$ cat src/rtl/bernoulli_naive_bayes_score_core_defines.svh
// ----------------------------------------------------------------------------
// Assertion macros for the Bernoulli naive Bayes scoring core
// Implication checks that are sampled on the rising clock edge and disabled
// while the synchronous reset is active.
// ----------------------------------------------------------------------------
`ifndef BERNOULLI_NAIVE_BAYES_SCORE_CORE_DEFINES_SVH
`define BERNOULLI_NAIVE_BAYES_SCORE_CORE_DEFINES_SVH

// The consequent must hold in the same cycle as the antecedent.
`define BNBS_ASSERT_IMP(label, clk, rst_n, ante, cons) \
    label: assert property (@(posedge clk) disable iff (!rst_n) (ante) |-> (cons)) \
        else $error("bnbs assertion failed");

// The consequent must hold in the cycle after the antecedent.
`define BNBS_ASSERT_NXT(label, clk, rst_n, ante, cons) \
    label: assert property (@(posedge clk) disable iff (!rst_n) (ante) |=> (cons)) \
        else $error("bnbs assertion failed");

`endif

$ cat src/rtl/bnbs_pkg.sv
// ----------------------------------------------------------------------------
// Bernoulli naive Bayes scoring package
// Types and fixed constants shared by the scoring core and its arithmetic unit.
// ----------------------------------------------------------------------------
package bnbs_pkg;

    localparam int EXP_W       = 12;
    localparam int PCT_W       = 14;
    localparam int PCT_SCALE   = 10000;
    localparam int PCT_HALF    = 5000;
    localparam int OUT_TDATA_W = 32;
    localparam int OUT_PAD     = OUT_TDATA_W - 2 * PCT_W - 1;
    localparam int SHIFT_W     = 8;
    localparam int DIV_W       = 33;
    localparam int ALIGN_LIMIT = 64;

    localparam logic CFG_POS_TOTAL = 1'b0;
    localparam logic CFG_NEG_TOTAL = 1'b1;

    typedef enum logic [2:0] {
        ST_IDLE,
        ST_GO,
        ST_WAIT,
        ST_ALIGN,
        ST_PCT_GO,
        ST_PCT_WAIT,
        ST_OUT
    } t_state;

    typedef enum logic [2:0] {
        MDU_IDLE,
        MDU_MUL,
        MDU_DIV,
        MDU_NORM,
        MDU_DONE
    } t_mdu_state;

    typedef struct packed {
        logic start;
        logic norm;
    } t_mdu_cmd;

    typedef struct packed {
        logic busy;
        logic done;
    } t_mdu_sts;

endpackage

$ cat src/rtl/bnbs_mdu.sv
// ----------------------------------------------------------------------------
// Shared multiply-divide unit
// Computes floor(mult * num / den) with one shift-add step per cycle, then one
// restoring division step per cycle. In normalizing mode it keeps producing
// fraction bits until the quotient's top bit is set or the shift count saturates, and reports the count.
// ----------------------------------------------------------------------------
module bnbs_mdu #(
    parameter int AW = 32,
    parameter int NW = 20,
    parameter int DW = 33,
    parameter int QW = 32
) (
    input  logic                         i_clk,
    input  logic                         i_rst_n,
    input  bnbs_pkg::t_mdu_cmd           i_cmd,
    input  logic [AW-1:0]                i_mult,
    input  logic [NW-1:0]                i_num,
    input  logic [DW-1:0]                i_den,
    output logic [QW-1:0]                o_quo,
    output logic [bnbs_pkg::SHIFT_W-1:0] o_shift,
    output bnbs_pkg::t_mdu_sts           o_sts
);

    localparam int PW = AW + NW;
    localparam int CW = $clog2(PW + 1);

    bnbs_pkg::t_mdu_state r_state;
    bnbs_pkg::t_mdu_state n_state;

    logic [CW-1:0]                r_cnt;
    logic [AW-1:0]                r_mult;
    logic [NW-1:0]                r_num;
    logic [DW-1:0]                r_den;
    logic [PW-1:0]                r_prod;
    logic [DW-1:0]                r_rem;
    logic [QW-1:0]                r_quo;
    logic [bnbs_pkg::SHIFT_W-1:0] r_shift;
    logic                         r_norm;

    logic          div_bit;
    logic [DW:0]   rem_sh;
    logic          div_ge;
    logic [DW-1:0] rem_nx;
    logic [PW-1:0] mul_sum;

    assign div_bit = (r_state == bnbs_pkg::MDU_DIV) ? r_prod[PW-1] : 1'b0;
    assign rem_sh  = {r_rem, div_bit};
    assign div_ge  = rem_sh >= {1'b0, r_den};
    assign rem_nx  = div_ge ? DW'(rem_sh - {1'b0, r_den}) : rem_sh[DW-1:0];
    assign mul_sum = (r_prod << 1) + (r_num[NW-1] ? PW'(r_mult) : '0);

    always_comb begin
        n_state = r_state;
        unique case (r_state)
            bnbs_pkg::MDU_IDLE: begin
                if (i_cmd.start) begin
                    n_state = bnbs_pkg::MDU_MUL;
                end
            end
            bnbs_pkg::MDU_MUL: begin
                if (r_cnt == CW'(NW - 1)) begin
                    n_state = bnbs_pkg::MDU_DIV;
                end
            end
            bnbs_pkg::MDU_DIV: begin
                if (r_cnt == CW'(PW - 1)) begin
                    n_state = r_norm ? bnbs_pkg::MDU_NORM : bnbs_pkg::MDU_DONE;
                end
            end
            bnbs_pkg::MDU_NORM: begin
                if (r_quo[QW-1] || (r_shift == '1)) begin
                    n_state = bnbs_pkg::MDU_DONE;
                end
            end
            bnbs_pkg::MDU_DONE: begin
                n_state = bnbs_pkg::MDU_IDLE;
            end
            default: begin
                n_state = bnbs_pkg::MDU_IDLE;
            end
        endcase
    end

    always_comb begin
        o_sts.busy = (r_state != bnbs_pkg::MDU_IDLE);
        o_sts.done = (r_state == bnbs_pkg::MDU_DONE);
    end

    always_ff @(posedge i_clk) begin
        if (!i_rst_n) begin
            r_state <= bnbs_pkg::MDU_IDLE;
            r_cnt   <= '0;
        end else begin
            r_state <= n_state;
            unique case (r_state)
                bnbs_pkg::MDU_IDLE: begin
                    if (i_cmd.start) begin
                        r_mult  <= i_mult;
                        r_num   <= i_num;
                        r_den   <= i_den;
                        r_norm  <= i_cmd.norm;
                        r_prod  <= '0;
                        r_rem   <= '0;
                        r_quo   <= '0;
                        r_shift <= '0;
                        r_cnt   <= '0;
                    end
                end
                bnbs_pkg::MDU_MUL: begin
                    r_prod <= mul_sum;
                    r_num  <= r_num << 1;
                    r_cnt  <= (r_cnt == CW'(NW - 1)) ? '0 : r_cnt + 1'b1;
                end
                bnbs_pkg::MDU_DIV: begin
                    r_prod <= r_prod << 1;
                    r_rem  <= rem_nx;
                    r_quo  <= {r_quo[QW-2:0], div_ge};
                    r_cnt  <= r_cnt + 1'b1;
                end
                bnbs_pkg::MDU_NORM: begin
                    if (!r_quo[QW-1] && (r_shift != '1)) begin
                        r_rem   <= rem_nx;
                        r_quo   <= {r_quo[QW-2:0], div_ge};
                        r_shift <= r_shift + 1'b1;
                    end
                end
                bnbs_pkg::MDU_DONE: begin
                    r_cnt <= '0;
                end
                default: begin
                    r_cnt <= '0;
                end
            endcase
        end
    end

    assign o_quo   = r_quo;
    assign o_shift = r_shift;

endmodule

$ cat src/rtl/bernoulli_naive_bayes_score_core.sv
// ----------------------------------------------------------------------------
// Bernoulli naive Bayes scoring core
// Two-class scorer that keeps one floating running product per class and
// reports both posteriors in hundredths of a percent on the last feature.
// ----------------------------------------------------------------------------
// Each of the first MAX_FEATURES feature transactions of a frame is scaled
// into both class products by one shared multiply-divide unit, one class after
// the other, and the input is not ready until both are done. One scaling is a
// shift-add multiply, a bit-serial division, then up to COUNT_BITS + 1
// normalizing steps. A last feature also applies the two class priors and,
// when both products are nonzero, runs two more divisions for the
// percentages. A result waits in an output register, so a new feature is
// accepted before the result is taken.
module bernoulli_naive_bayes_score_core #(
    parameter int COUNT_BITS    = 20,
    parameter int MANTISSA_BITS = 32,
    parameter int MAX_FEATURES  = 64
) (
    input  logic                                   i_clk,
    input  logic                                   i_rst_n,
    input  logic                                   i_s_axis_tvalid,
    output logic                                   o_s_axis_tready,
    // Fields from bit 0: pos_count, neg_count, present, zero fill.
    input  logic [((2*COUNT_BITS+8)/8)*8-1:0]      i_s_axis_tdata,
    input  logic                                   i_s_axis_tlast,
    output logic                                   o_m_axis_tvalid,
    input  logic                                   i_m_axis_tready,
    // Fields from bit 0: pos_percent, neg_percent, predict_positive, zero fill.
    output logic [bnbs_pkg::OUT_TDATA_W-1:0]       o_m_axis_tdata,
    // Fields from bit 0: undefined.
    output logic                                   o_m_axis_tuser,
    input  logic                                   i_cfg_we,
    input  logic                                   i_cfg_addr,
    input  logic [COUNT_BITS-1:0]                  i_cfg_wdata
);

    `include "bernoulli_naive_bayes_score_core_defines.svh"

    localparam int CB   = COUNT_BITS;
    localparam int MB   = MANTISSA_BITS;
    localparam int FC_W = $clog2(MAX_FEATURES + 1);
    localparam int AW   = (MB > 32) ? MB : 32;
    localparam int NW   = (CB > bnbs_pkg::PCT_W) ? CB : bnbs_pkg::PCT_W;
    localparam int DW   = bnbs_pkg::DIV_W;
    localparam int CUT  = (MB > 32) ? (MB - 32) : 0;
    localparam int EW   = bnbs_pkg::EXP_W;
    localparam int PW   = bnbs_pkg::PCT_W;

    localparam logic [MB-1:0]       MANT_ONE = {1'b1, {(MB - 1){1'b0}}};
    localparam logic signed [EW:0]  EXP_LIM  = -(EW + 1)'(2048);

    bnbs_pkg::t_state r_state;
    bnbs_pkg::t_state n_state;

    logic [CB-1:0]        r_cfg_ptot;
    logic [CB-1:0]        r_cfg_ntot;
    logic [1:0]           r_step;
    logic [FC_W-1:0]      r_fcnt;
    logic [CB-1:0]        r_pc;
    logic [CB-1:0]        r_nc;
    logic [CB-1:0]        r_ptot;
    logic [CB-1:0]        r_ntot;
    logic                 r_present;
    logic                 r_last;
    logic [MB-1:0]        r_pm;
    logic [MB-1:0]        r_nm;
    logic signed [EW-1:0] r_pe;
    logic signed [EW-1:0] r_ne;
    logic [31:0]          r_vp;
    logic [31:0]          r_vn;
    logic                 r_pct;
    logic [PW-1:0]        r_pp;
    logic [PW-1:0]        r_np;
    logic                 r_undef;
    logic                 r_ovalid;
    logic [PW-1:0]        r_o_pp;
    logic [PW-1:0]        r_o_np;
    logic                 r_o_pred;
    logic                 r_o_undef;

    logic                 accept;
    logic [CB-1:0]        in_pc;
    logic [CB-1:0]        in_nc;
    logic [CB-1:0]        cfg_pt;
    logic [CB-1:0]        cfg_nt;

    logic                 cls;
    logic                 prior;
    logic [MB-1:0]        cur_m;
    logic signed [EW-1:0] cur_e;
    logic [CB-1:0]        cur_cnt;
    logic [CB-1:0]        cur_tot;
    logic [CB-1:0]        step_num;
    logic [CB:0]          step_den;
    logic                 step_skip;
    logic                 step_zero;
    logic                 step_done;
    logic                 step_end_item;
    logic                 step_final;
    logic signed [EW:0]   e_new;
    logic                 res_zero;

    logic signed [EW:0]   d_exp;
    logic [EW:0]          d_mag;
    logic                 d_neg;
    logic                 d_far;
    logic [5:0]           d_amt;
    logic [MB-1:0]        pv_full;
    logic [MB-1:0]        nv_full;
    logic [31:0]          vp32;
    logic [31:0]          vn32;
    logic [DW-1:0]        pct_sum;
    logic                 out_load;
    logic                 prod_norm;
    logic                 out_pct_ok;

    bnbs_pkg::t_mdu_cmd            mdu_cmd;
    bnbs_pkg::t_mdu_sts            mdu_sts;
    logic [AW-1:0]                 mdu_mult;
    logic [NW-1:0]                 mdu_num;
    logic [DW-1:0]                 mdu_den;
    logic [MB-1:0]                 mdu_quo;
    logic [bnbs_pkg::SHIFT_W-1:0]  mdu_shift;

    assign accept = i_s_axis_tvalid && o_s_axis_tready;
    assign in_pc  = i_s_axis_tdata[CB-1:0];
    assign in_nc  = i_s_axis_tdata[2*CB-1:CB];
    assign cfg_pt = (r_cfg_ptot == '0) ? CB'(1) : r_cfg_ptot;
    assign cfg_nt = (r_cfg_ntot == '0) ? CB'(1) : r_cfg_ntot;

    assign cls      = r_step[0];
    assign prior    = r_step[1];
    assign cur_m    = cls ? r_nm : r_pm;
    assign cur_e    = cls ? r_ne : r_pe;
    assign cur_cnt  = cls ? r_nc : r_pc;
    assign cur_tot  = cls ? r_ntot : r_ptot;
    assign step_num = prior ? cur_tot : (r_present ? cur_cnt : (cur_tot - cur_cnt));
    assign step_den = prior ? ({1'b0, r_ptot} + {1'b0, r_ntot}) : {1'b0, cur_tot};
    assign step_skip = !prior && (r_fcnt >= FC_W'(MAX_FEATURES));
    assign step_zero = (cur_m == '0) || (step_num == '0);
    assign step_done = ((r_state == bnbs_pkg::ST_GO) && (step_skip || step_zero))
                    || ((r_state == bnbs_pkg::ST_WAIT) && mdu_sts.done);
    assign step_end_item = (r_step == 2'd1) && !r_last;
    assign step_final    = (r_step == 2'd3);

    assign e_new    = $signed({cur_e[EW-1], cur_e}) - $signed({5'b0, mdu_shift});
    assign res_zero = (e_new < EXP_LIM) || !mdu_quo[MB-1];

    assign d_exp   = $signed({r_pe[EW-1], r_pe}) - $signed({r_ne[EW-1], r_ne});
    assign d_neg   = d_exp[EW];
    assign d_mag   = d_neg ? (EW + 1)'(-d_exp) : d_exp;
    assign d_far   = d_mag >= (EW + 1)'(bnbs_pkg::ALIGN_LIMIT);
    assign d_amt   = d_mag[5:0];
    assign pv_full = (d_neg && d_far) ? '0 : (d_neg ? (r_pm >> d_amt) : r_pm);
    assign nv_full = (!d_neg && d_far) ? '0 : (!d_neg ? (r_nm >> d_amt) : r_nm);
    assign vp32    = 32'(pv_full >> CUT);
    assign vn32    = 32'(nv_full >> CUT);
    assign pct_sum = DW'(r_vp) + DW'(r_vn);

    assign out_load = (r_state == bnbs_pkg::ST_OUT) && (!r_ovalid || i_m_axis_tready);

    always_comb begin
        if (r_state == bnbs_pkg::ST_PCT_GO) begin
            mdu_mult = AW'(r_pct ? r_vn : r_vp);
            mdu_num  = NW'(bnbs_pkg::PCT_SCALE);
            mdu_den  = pct_sum;
        end else begin
            mdu_mult = AW'(cur_m);
            mdu_num  = NW'(step_num);
            mdu_den  = DW'(step_den);
        end
    end

    always_comb begin
        n_state = r_state;
        unique case (r_state)
            bnbs_pkg::ST_IDLE: begin
                if (accept) begin
                    n_state = bnbs_pkg::ST_GO;
                end
            end
            bnbs_pkg::ST_GO, bnbs_pkg::ST_WAIT: begin
                if (step_done) begin
                    if (step_end_item) begin
                        n_state = bnbs_pkg::ST_IDLE;
                    end else if (step_final) begin
                        n_state = bnbs_pkg::ST_ALIGN;
                    end else begin
                        n_state = bnbs_pkg::ST_GO;
                    end
                end else if (r_state == bnbs_pkg::ST_GO) begin
                    n_state = bnbs_pkg::ST_WAIT;
                end
            end
            bnbs_pkg::ST_ALIGN: begin
                if ((r_pm != '0) && (r_nm != '0)) begin
                    n_state = bnbs_pkg::ST_PCT_GO;
                end else begin
                    n_state = bnbs_pkg::ST_OUT;
                end
            end
            bnbs_pkg::ST_PCT_GO: begin
                n_state = bnbs_pkg::ST_PCT_WAIT;
            end
            bnbs_pkg::ST_PCT_WAIT: begin
                if (mdu_sts.done) begin
                    n_state = r_pct ? bnbs_pkg::ST_OUT : bnbs_pkg::ST_PCT_GO;
                end
            end
            bnbs_pkg::ST_OUT: begin
                if (out_load) begin
                    n_state = bnbs_pkg::ST_IDLE;
                end
            end
            default: begin
                n_state = bnbs_pkg::ST_IDLE;
            end
        endcase
    end

    always_comb begin
        o_s_axis_tready = (r_state == bnbs_pkg::ST_IDLE);
        mdu_cmd.start   = ((r_state == bnbs_pkg::ST_GO) && !step_skip && !step_zero)
                       || (r_state == bnbs_pkg::ST_PCT_GO);
        mdu_cmd.norm    = (r_state == bnbs_pkg::ST_GO);
    end

    always_ff @(posedge i_clk) begin
        if (!i_rst_n) begin
            r_state    <= bnbs_pkg::ST_IDLE;
            r_cfg_ptot <= CB'(1);
            r_cfg_ntot <= CB'(1);
            r_step     <= '0;
            r_fcnt     <= '0;
            r_pm       <= MANT_ONE;
            r_nm       <= MANT_ONE;
            r_pe       <= '0;
            r_ne       <= '0;
            r_pct      <= 1'b0;
            r_ovalid   <= 1'b0;
        end else begin
            r_state <= n_state;

            if (i_cfg_we) begin
                unique case (i_cfg_addr)
                    bnbs_pkg::CFG_POS_TOTAL: r_cfg_ptot <= i_cfg_wdata;
                    bnbs_pkg::CFG_NEG_TOTAL: r_cfg_ntot <= i_cfg_wdata;
                    default: r_cfg_ptot <= r_cfg_ptot;
                endcase
            end

            if (accept) begin
                r_ptot    <= cfg_pt;
                r_ntot    <= cfg_nt;
                r_pc      <= (in_pc > cfg_pt) ? cfg_pt : in_pc;
                r_nc      <= (in_nc > cfg_nt) ? cfg_nt : in_nc;
                r_present <= i_s_axis_tdata[2*CB];
                r_last    <= i_s_axis_tlast;
                r_step    <= '0;
            end

            if (step_done) begin
                if (!step_skip) begin
                    if ((r_state == bnbs_pkg::ST_GO) || res_zero) begin
                        if (cls) begin
                            r_nm <= '0;
                            r_ne <= '0;
                        end else begin
                            r_pm <= '0;
                            r_pe <= '0;
                        end
                    end else begin
                        if (cls) begin
                            r_nm <= mdu_quo;
                            r_ne <= e_new[EW-1:0];
                        end else begin
                            r_pm <= mdu_quo;
                            r_pe <= e_new[EW-1:0];
                        end
                    end
                    if (r_step == 2'd1) begin
                        r_fcnt <= r_fcnt + 1'b1;
                    end
                end
                r_step <= r_step + 1'b1;
            end

            if (r_state == bnbs_pkg::ST_ALIGN) begin
                r_vp  <= vp32;
                r_vn  <= vn32;
                r_pct <= 1'b0;
                if ((r_pm == '0) && (r_nm == '0)) begin
                    r_undef <= 1'b1;
                    r_pp    <= '0;
                    r_np    <= '0;
                end else if (r_nm == '0) begin
                    r_undef <= 1'b0;
                    r_pp    <= PW'(bnbs_pkg::PCT_SCALE);
                    r_np    <= '0;
                end else if (r_pm == '0) begin
                    r_undef <= 1'b0;
                    r_pp    <= '0;
                    r_np    <= PW'(bnbs_pkg::PCT_SCALE);
                end else begin
                    r_undef <= 1'b0;
                end
            end

            if ((r_state == bnbs_pkg::ST_PCT_WAIT) && mdu_sts.done) begin
                if (r_pct) begin
                    r_np <= mdu_quo[PW-1:0];
                end else begin
                    r_pp  <= mdu_quo[PW-1:0];
                    r_pct <= 1'b1;
                end
            end

            if (out_load) begin
                r_o_pp    <= r_pp;
                r_o_np    <= r_np;
                r_o_pred  <= r_pp > PW'(bnbs_pkg::PCT_HALF);
                r_o_undef <= r_undef;
                r_ovalid  <= 1'b1;
                r_pm      <= MANT_ONE;
                r_nm      <= MANT_ONE;
                r_pe      <= '0;
                r_ne      <= '0;
                r_fcnt    <= '0;
            end else if (r_ovalid && i_m_axis_tready) begin
                r_ovalid <= 1'b0;
            end
        end
    end

    bnbs_mdu #(
        .AW (AW),
        .NW (NW),
        .DW (DW),
        .QW (MB)
    ) u_mdu (
        .i_clk   (i_clk),
        .i_rst_n (i_rst_n),
        .i_cmd   (mdu_cmd),
        .i_mult  (mdu_mult),
        .i_num   (mdu_num),
        .i_den   (mdu_den),
        .o_quo   (mdu_quo),
        .o_shift (mdu_shift),
        .o_sts   (mdu_sts)
    );

    assign o_m_axis_tvalid = r_ovalid;
    assign o_m_axis_tdata  = {{bnbs_pkg::OUT_PAD{1'b0}}, r_o_pred, r_o_np, r_o_pp};
    assign o_m_axis_tuser  = r_o_undef;

    assign prod_norm  = ((r_pm == '0) || r_pm[MB-1]) && ((r_nm == '0) || r_nm[MB-1]);
    assign out_pct_ok = ((PW + 1)'(r_o_pp) + (PW + 1)'(r_o_np))
                     <= (PW + 1)'(bnbs_pkg::PCT_SCALE);

    `BNBS_ASSERT_NXT(a_accept_goes_busy, i_clk, i_rst_n, accept, !o_s_axis_tready)
    `BNBS_ASSERT_IMP(a_ready_unit_idle, i_clk, i_rst_n, o_s_axis_tready, !mdu_sts.busy)
    `BNBS_ASSERT_IMP(a_products_normalized, i_clk, i_rst_n, 1'b1, prod_norm)
    `BNBS_ASSERT_IMP(a_percent_sum, i_clk, i_rst_n, r_ovalid, out_pct_ok)

endmodule

$ cat config.mk
export PLATFORM = sky130hd
export DESIGN_NAME = bernoulli_naive_bayes_score_core
export DESIGN_NICKNAME = d
export VERILOG_FILES = /design/src/rtl/bnbs_pkg.sv /design/src/rtl/bnbs_mdu.sv /design/src/rtl/bernoulli_naive_bayes_score_core.sv
export VERILOG_INCLUDE_DIRS = /design/src /design/src/rtl
export SDC_FILE = /design/constraint.sdc
export NUM_CORES = 2
export LEC_CHECK = 0
export BUFFER_PORTS_ARGS = -buffer_cell sky130_fd_sc_hd__buf_2
export CAP_MARGIN = 30
export CORE_ASPECT_RATIO = 1.2
export CORE_MARGIN = 1.5
export CORE_UTILIZATION = 45
export DETAILED_ROUTE_END_ITERATION = 16
export MAX_ROUTING_LAYER = met4
export SYNTH_ARGS = -nofsm -noshare
export SYNTH_HDL_FRONTEND = slang
export SYNTH_HIERARCHICAL = 1
export SYNTH_SLANG_ARGS = --single-unit
$ cat constraint.sdc
create_clock -name i_clk -period 12.7 [get_ports i_clk]
set_input_delay 3.175 -clock i_clk [delete_from_list [all_inputs] [get_ports i_clk]]
set_output_delay 3.175 -clock i_clk [all_outputs]
set_load 0.01 [all_outputs]
==> qor.txt <==
DP Area: 0.03898 mm^2
Post-CTS resize count: 0
Critical Path, Cell by Cell: mux2i_1, inv_1, ha_1, and4b_4, a2111oi_4, o31ai_1, or2_1, xnor2_1, mux2i_1, o22ai_1, nor4bb_1, a41o_2, o31ai_1, nand3b_1, nor2_4, buf_4
Max-cap violations: 0
Clk_lat worst skew: 0.63 ns
Final nets: 4,241
Worst Setup End Kind: flop
Synthesis-to-finish area growth: 9.715%
Required time worst endpoint: 12.93 ns
Cell count after synthesis: 3,983
F_max: 0.1598 GHz
Final hold viol count: 0
Clock-pin slew on the worst setup and hold paths: 0.06 ns
Final GP Congestion: 0.9536
Switching pwr: 2.211 mW
Synth unique cells: 103
Post-CTS setup buffer count: 0
Wire per inst: 21.20 um
Initial Utilization: 45.25%
Startpoint Class: flop
Crit share post-route: 49.29%
Vias/cell: 5.863
Routed Antenna Nets: 0
Total number of vias: 30,089
Clock Sinks: 567
Synth top area cells: edfxtp_1, mux2i_1, dfxtp_1, ha_1, nand2_1
Ys flop type: edfxtp_1
Final Util: 49.65%
CP max-delay cell: dfxtp_4
FF+latch count, synth: 567
Minimum clock period: 6.260 ns
WP buf/inv: 2
Seq/Total Area, Yosys: 41.23%
Initial DRC Count: 2,474
Post-synth EDFFs: 416
CTS tree: done
# DRC: 0
CP delay by family, top: compound AO/OA/AOI/OAI gates
Synth Cell Area: 0.03763 mm^2
DR pass1 iterations: 6
Bufs on Longest Clock Path: 3
Async SR Flop Fraction: 0%
RSZ-0062 raised after global routing: false
Int Power: 4.301 mW
Clock Power Share: 30.8%
Share of cells above drive strength 1: 10.02%
Status: complete, no violations
Post-route design area: 0.04129 mm^2
Seq pwr share: 38.9%
Inserted Diodes: 0
Sum Neg Setup Slack: 0 ns
P_leak: 16.52 nW
Synth area leader: edfxtp_1
Worst stage delay on the critical path: 0.80 ns
Number of global-route vias before repair: 28,951
Gr usage total: 26.01%
Peak VDD IR: 153.4 uV
Clk_skew: 0.04006 ns
Grt ovf: 0
Crit Path Category: flop to flop
DP Wirelength: 79,540 um
I/O pins: 110
Slew Limit Fails: 0
Quantity of hold-fixing buffers added after cts: 0
Chip Width: 267.0 um
Die height: 319.8 um
Switch share: 33.95%
First-pass GRT wire length: 168,700 um
Final wirelength: 108,800 um
Core outline area: 0.08316 mm^2
Number of setup violations in the final report: 0
H-tree levels: 3
Normalized max-slew margin: 33.22%
Largest net degree at the start of global routing: 90
Yosys warns: 6
Min-Delay Path Class: flop to flop
Slew @ Worst Pin: 0.9946 ns
CP arrival: 6.49 ns
Initial antenna violation count: 1
Number of I/O port buffers: 99
Crit path max fanout: 64
Row count: 116
Die area: 0.08538 mm^2
Avg Synthesized Cell Area: 9.449 um^2
Power per cell area: 157.7 mW/mm^2
Clk root buf: clkbuf_16
CTS Buf Count: 66
Combinational power share: 30.4%
Top-area cell type share of the netlist area: 33.19%
stage by stage:
step           instances  setup slack, ns  power [mW]  hold WS, ns
3_5_place_dp        5010            6.485       4.533       0.4362
2_1_floorplan       3985            4.211       4.017       0.4003
5_1_grt             5132            6.074       6.883       0.4642
6_report            5132            6.440       6.512       0.4544
4_1_cts             5131            6.456       6.555       0.4545
3_3_place_gp        5006            6.012       4.498       0.4338
sequential cells by signal, indices dropped and copies added, names as in the netlist, 12 cells and up:
register	count
u_mdu/r_prod	52
u_mdu/r_den	33
u_mdu/r_rem	33
r_nm	32
r_pm	32
r_vn	32
r_vp	32
u_mdu/o_quo	32
u_mdu/r_mult	32
r_cfg_ntot	20
r_cfg_ptot	20
r_nc	20
r_ntot	20
r_pc	20
r_ptot	20
u_mdu/r_num	20
r_np	14
r_o_np	14
r_o_pp	14
r_pp	14
r_ne	12
r_pe	12
kinds of logic (layout without fill, tap and decap cells):
kind of cell	after synthesis	in the layout	synth area share (%)
simple gates	1333	1333	16.61
flops	567	567	41.23
fa+ha+maj	208	208	7.055
compound gates	936	936	16.22
mux	386	386	11.00
xor+xnor	138	138	3.212
other cells	1	3	0.009965
buf+inv	414	440	4.661
power by group through the flow:
stage	clock network, mW	logic [mW]	registers, mW
2_1_floorplan	0	1.52	2.49
3_3_place_gp	0	1.94	2.56
3_5_place_dp	0	1.97	2.57
4_1_cts	2.05	1.98	2.53
5_1_grt	2.12	2.20	2.56
6_report	2.00	1.98	2.53
placed cells by master (no fill, tap or decap), types with 32 or more instances in the layout:
cell type / Yosys / routed
a211oi_1: 55 / 54
a21o_1: 74 / 74
a21oi_1: 294 / 290
and2_1: 94 / 93
buf_2: 18 / 100
buf_4: 12 / 45
clkbuf_16: 0 / 71
dfxtp_1: 151 / 148
edfxtp_1: 416 / 416
ha_1: 201 / 200
inv_1: 169 / 169
mux2_2: 58 / 58
mux2i_1: 311 / 311
nand2_1: 560 / 559
nand3_1: 134 / 134
nand4_1: 37 / 37
nor2_1: 225 / 220
nor2b_1: 59 / 58
nor3_1: 48 / 46
nor4_1: 35 / 35
o211ai_1: 32 / 32
o21ai_0: 180 / 179
xnor2_1: 72 / 70
xor2_1: 66 / 64
worst reg2reg max path, stage by stage, from the launching register on:
cell and delay, ns:
dfxtp_4 0.80, mux2i_1 0.58, inv_1 0.09, ha_1 0.32, and4b_4 0.20, a2111oi_4 0.45, o31ai_1 0.16, or2_1 0.26
xnor2_1 0.12, mux2i_1 0.17, o22ai_1 0.11, nor4bb_1 0.18, a41o_2 0.34, o31ai_1 0.76, nand3b_1 0.36, nor2_4 0.22
buf_4 0.68
per-layer routing:
layer	share of wire (%)	GRT usage, %
met5	0	-
met4	3.9	10.08
met3	4.8	2.964
met2	48	42.18
met1	43	33.25
area by class of cell:
| cell class | count | area [um^2] |
|---|---|---|
| clock inverters | 34 | 375.4 |
| multi-input cells | 3004 | 20530 |
| fillers | 7869 | 41880 |
| well taps | 1121 | 1403 |
| clock buffers | 87 | 1909 |
| flip-flops and latches | 567 | 15520 |
| repair buffers | 149 | 915.9 |
| inverters | 170 | 638.1 |
synth_stat cells (all sizes together), types with 8 or more instances:
cell	count
nand2	560
edfxtp	416
mux2i	312
a21oi	299
nor2	226
ha	201
o21ai	191
clkbuf	171
inv	170
dfxtp	151
nand3	136
and2	95
a21o	74
buf	73
xnor2	72
xor2	66
a211oi	61
nor2b	59
mux2	58
nor3	48
nand4	37
nor4	36
o211ai	32
and3	30
nand2b	30
a31oi	29
o21a	25
a22o	24
a22oi	21
or3	20
o22ai	18
a32oi	17
o31ai	17
or2	17
mux4	16
a211o	13
o41ai	13
o21bai	11
or4	11
a221oi	8
worst paths after layout:
check / startpoint / to / slack, ns / cells past startpoint
max: r_step[0] / u_mdu/r_den[13] / 6.44 / 16
min: r_np[7] / r_o_np[7] / 0.45 / 0
max reg2reg: r_step[0] / u_mdu/r_den[13] / 6.44 / 16
min reg2reg: r_np[7] / r_o_np[7] / 0.45 / 0
Power figures use the tool's default switching activity.
